File: src/rtl/hnmf_pkg.sv
// shared types and constants for the four-neighbour height mean filter
package hnmf_pkg;

	localparam int HEIGHT_W = 16;
	localparam int MAX_SIDE = 1024;
	localparam int COL_W    = $clog2(MAX_SIDE);
	localparam int GRID_W   = COL_W + 1;
	localparam int SUM_W    = HEIGHT_W + 2;

	localparam logic [GRID_W-1:0] SIDE_MIN   = GRID_W'(2);
	localparam logic [GRID_W-1:0] SIDE_MAX   = GRID_W'(MAX_SIDE);
	localparam logic [GRID_W-1:0] SIDE_RESET = GRID_W'(256);

	typedef enum logic {
		CMD_SAMPLE = 1'b0,
		CMD_FLUSH  = 1'b1
	} cmd_t;

	typedef enum logic [1:0] {
		DIV_2,
		DIV_3,
		DIV_4
	} divisor_t;

	typedef struct packed {
		cmd_t                       command;
		logic signed [HEIGHT_W-1:0] height;
	} in_beat_t;

	typedef struct packed {
		logic signed [HEIGHT_W-1:0] smoothed;
		logic [COL_W-1:0]           out_row;
		logic [COL_W-1:0]           out_col;
		logic                       frame_last;
	} out_beat_t;

	typedef struct packed {
		logic signed [HEIGHT_W-1:0] prev;
		logic signed [HEIGHT_W-1:0] older;
	} line_entry_t;

	typedef struct packed {
		logic             wr_en;
		logic [COL_W-1:0] wr_addr;
		logic             rd_en;
		logic [COL_W-1:0] rd_addr;
	} line_ctrl_t;

endpackage

File: src/rtl/hnmf_round_div.sv
// divide a neighbour sum by 2, 3 or 4, rounding to nearest, ties away from zero
module hnmf_round_div
	import hnmf_pkg::*;
(
	input  logic signed [SUM_W-1:0]    sum,
	input  divisor_t                   div,
	output logic signed [HEIGHT_W-1:0] mean
);

	localparam int Y_W        = SUM_W + 1;
	localparam int DIV3_SHIFT = Y_W + 2;
	localparam int PROD_W     = Y_W + DIV3_SHIFT;
	localparam longint unsigned DIV3_MUL_L =
		((64'd1 << DIV3_SHIFT) + 64'd2) / 64'd3;
	localparam logic [DIV3_SHIFT-1:0] DIV3_MUL = DIV3_SHIFT'(DIV3_MUL_L);

	logic             neg;
	logic [SUM_W-1:0] mag;
	logic [Y_W-1:0]   y;
	logic [PROD_W-1:0] prod;
	logic [Y_W-1:0]   q;
	logic [Y_W-1:0]   q_signed;

	// floor((mag + 1) / 3) through a reciprocal multiply
	assign neg  = sum[SUM_W-1];
	assign mag  = neg ? (~$unsigned(sum) + SUM_W'(1)) : $unsigned(sum);
	assign y    = {1'b0, mag} + ((div == DIV_4) ? Y_W'(2) : Y_W'(1));
	assign prod = PROD_W'(y) * PROD_W'(DIV3_MUL);

	always_comb begin
		unique case (div)
			DIV_2:   q = y >> 1;
			DIV_3:   q = prod[DIV3_SHIFT +: Y_W];
			DIV_4:   q = y >> 2;
			default: q = y >> 2;
		endcase
	end

	assign q_signed = neg ? (~q + Y_W'(1)) : q;
	assign mean     = $signed(q_signed[HEIGHT_W-1:0]);

endmodule

File: config.mk
export PLATFORM = sky130hd
export DESIGN_NAME = hnmf_round_div
export DESIGN_NICKNAME = d
export VERILOG_FILES = /design/src/rtl/hnmf_pkg.sv /design/src/rtl/hnmf_round_div.sv
export SDC_FILE = /design/constraint.sdc
export NUM_CORES = 1
export LEC_CHECK = 0
export BUFFER_PORTS_ARGS = -buffer_cell sky130_fd_sc_hd__buf_2
export CAP_MARGIN = 20
export CORE_MARGIN = 1
export CORE_UTILIZATION = 35
export DETAILED_ROUTE_END_ITERATION = 16
export GPL_TIMING_DRIVEN = 0
export MAX_ROUTING_LAYER = met4
export PLACE_DENSITY = 0.53
export SLEW_MARGIN = 25
export SYNTH_ARGS = -nofsm -noshare
export SYNTH_HDL_FRONTEND = slang
export SYNTH_SLANG_ARGS = --single-unit
File: constraint.sdc
create_clock -name vclk -period 10.78
set_input_delay 0.539 -clock vclk [all_inputs]
set_output_delay 0.539 -clock vclk [all_outputs]
set_load 0.01 [all_outputs]
==> flow_summary.yaml <==
detailed_routing:
  drt_wl_total_um: 16920
  via_per_inst: 4.849
  first_iter_violations: 223
  num_vias: 5499
  routed_wire_length_per_instance_um: 14.92
  post_drt_antenna_nets: 0
  first_pass_iters: 4
  drc_errors: 0
final_layout:
  total_number_of_nets_in_the_final_design: 1122
  share_of_final_layout_standard_cells_stronger_than_drive_strength_1_pct: 11.51
  seq_area_um2: 0
  clkbuf_count: 0
  antenna_cells: 0
  flow.area_growth_from_synthesis_pct: 10.94
  flops_and_latches: 0
  final-instance-count-excl-fill: 1134
global_routing:
  first_global_vias: 5743
  initial_antenna_violation_count: 0
  maximum_number_of_pins_on_one_net_before_global_route_repair: 11
  grt_overflow_total: 0
  grt_util_all_layers_pct: 18.18
  grt_pass1_wl_um: 28670
floorplanning:
  rows: 51
  die_width_um: 143.3
  floorplan.die.height_um: 143.3
  ioPinCount: 36
  area_of_the_die_um2: 20540
  start_util_pct: 35.79
  core_um2: 19530
job:
  timing.max_cap.violations: 0
timing:
  max_slew.worst_pin.slew_ns: 0.7874
  final_min_period_over_clock_period_pct: 95.36
  tns_ns: 0
  finalHoldWorstSlack_ns: 1.624
  final_critical_path_setup_slack_ns: 0.5004
  hold_viol_final: 0
  finalSetupViolCount: 0
  clock.fmax_mhz: 97.28
  finalWorstPathRequiredPeriod_ns: 10.28
  slew-limit-headroom_pct: 47.33
  report.final.slew_viol_count: 0
synthesis:
  ys.warnings.count: 0
  postSynthAreaPerCell_um2: 8.400
  seq_area_frac_synth_pct: 0
  synthDominantCellAreaShare_pct: 29.50
  leading_cell_type_by_number_of_instances_after_synthesis: "sky130_fd_sc_hd__inv_1"
  synthCells: 832
  synth_commonest_cells: "sky130_fd_sc_hd__inv_1, sky130_fd_sc_hd__ha_1, sky130_fd_sc_hd__fa_1"
  synth.area.top_cells: "sky130_fd_sc_hd__fa_1, sky130_fd_sc_hd__ha_1, sky130_fd_sc_hd__inv_1"
  netlist-cell-type-count: 76
  mappedNetlistArea_um2: 6989
  synth_largest_area_cell: "sky130_fd_sc_hd__fa_1"
worst_setup_path:
  cpMostUsedCell: "sky130_fd_sc_hd__inv_1"
  critical-path-max-stage-delay_ns: 0.62
  cp_class: "input pin to primary output"
  critPathRequiredTime_ns: 10.24
  crit_arrival_ns: 9.74
  timing.critical_path.from_type: "input pin"
  cpMaxStageDelayCell: "sky130_fd_sc_hd__fa_1"
  crit_path_max_fanout: 8
  worstSetupEndpointType: "primary output"
placement:
  sum_of_net_half_perimeters_after_detailed_placement_um: 15390
  worst_setup_timing_slack_at_the_placement_stage_ns: -0.6196
  dpl.cell_count: 1132
  i_o_buffers: 34
  final_estimated_routing_congestion_in_global_placement: 0.8541
worst_hold_path:
  hold_end: "mean[0]"
  worstHoldPathCells: 4
  hold_class: "input pin to primary output"
  hold_path_origin: "div[1]"
status:
  run_status: "finished, final reports clean"
clocking:
  ctsHoldBuffers: 0
cells in the final DEF (no fill, tap or decap), types with 5 or more instances in the layout:
cell	instances
sky130_fd_sc_hd__a21o_1	6
sky130_fd_sc_hd__a21oi_1	37
sky130_fd_sc_hd__a31oi_1	6
sky130_fd_sc_hd__buf_2	37
sky130_fd_sc_hd__buf_4	10
sky130_fd_sc_hd__fa_1	103
sky130_fd_sc_hd__ha_1	127
sky130_fd_sc_hd__inv_1	221
sky130_fd_sc_hd__nand2_1	42
sky130_fd_sc_hd__nand2b_1	9
sky130_fd_sc_hd__nand3_1	11
sky130_fd_sc_hd__nand4_1	8
sky130_fd_sc_hd__nor2_1	26
sky130_fd_sc_hd__nor2b_1	10
sky130_fd_sc_hd__nor3_1	11
sky130_fd_sc_hd__o211ai_1	5
sky130_fd_sc_hd__o21ai_0	26
sky130_fd_sc_hd__o21ai_1	5
sky130_fd_sc_hd__xnor2_1	20
sky130_fd_sc_hd__xnor2_2	7
sky130_fd_sc_hd__xor2_1	25
routing by layer:
metal | vias up | routed length, um | track usage, %
met5 | - | 0 | -
met1 | 2602 | 8499 | 25.78
li1 | 2806 | - | -
met3 | 8 | 333 | 0.2333
met4 | 0 | 133 | 1.176
met2 | 83 | 7959 | 30.42
worst max path at each step:
stage,startpoint,end,slack [ns]
floorplan,sum[1],mean[13],0.87
global placement,sum[0],mean[13],-1.10
detailed placement,sum[0],mean[13],-0.62
CTS,div[0],mean[13],0.000008
global route,sum[0],mean[15],-0.03
finish,sum[0],mean[15],0.50
worst max-delay path, delay by kind of cell:
kind	cells	cell delay (ns)
xor gates and xnor gates	4	0.65
and+or+nand+nor	10	3.29
adders and majority gates	8	3.49
AOI/OAI and AO/OA	4	0.98
buffers and inverters	8	0.78
logic make-up after synthesis:
group	Yosys count	share of synthesized area (%)
simple gates	160	12.78
other cells	1	0.05365
buf+inv	240	13.32
mux	4	0.5908
xor+xnor	54	6.767
fa+ha+maj	231	52.42
compound gates	142	14.07
per-stage QoR:
step                cell area, um^2  utilization (%)
detailed placement             7507            38.45
CTS                            7548            38.66
floorplan                      6993                -
finish                         7754            39.71
global placement               7495            38.38
global route                   7754            39.71
timing repair:
item / 4_1_cts / 5_1_grt
endpoints found under the setup margin: 11 / 13
buffers inserted: 0 / 5
pin swaps: 0 / 4
resized for setup: 8 / 26
area by class of cell:
| cell class | count | area, um^2 |
|---|---|---|
| fill | 2058 | 11770 |
| multi-input combinational | 593 | 6295 |
| timing repair buffer | 39 | 207.7 |
| buffer | 13 | 78.83 |
| inverter | 224 | 840.8 |
| tap | 265 | 331.6 |
Power is not shown: default switching activity piles up to over one toggle a cycle in this logic, so the estimate is an artifact.
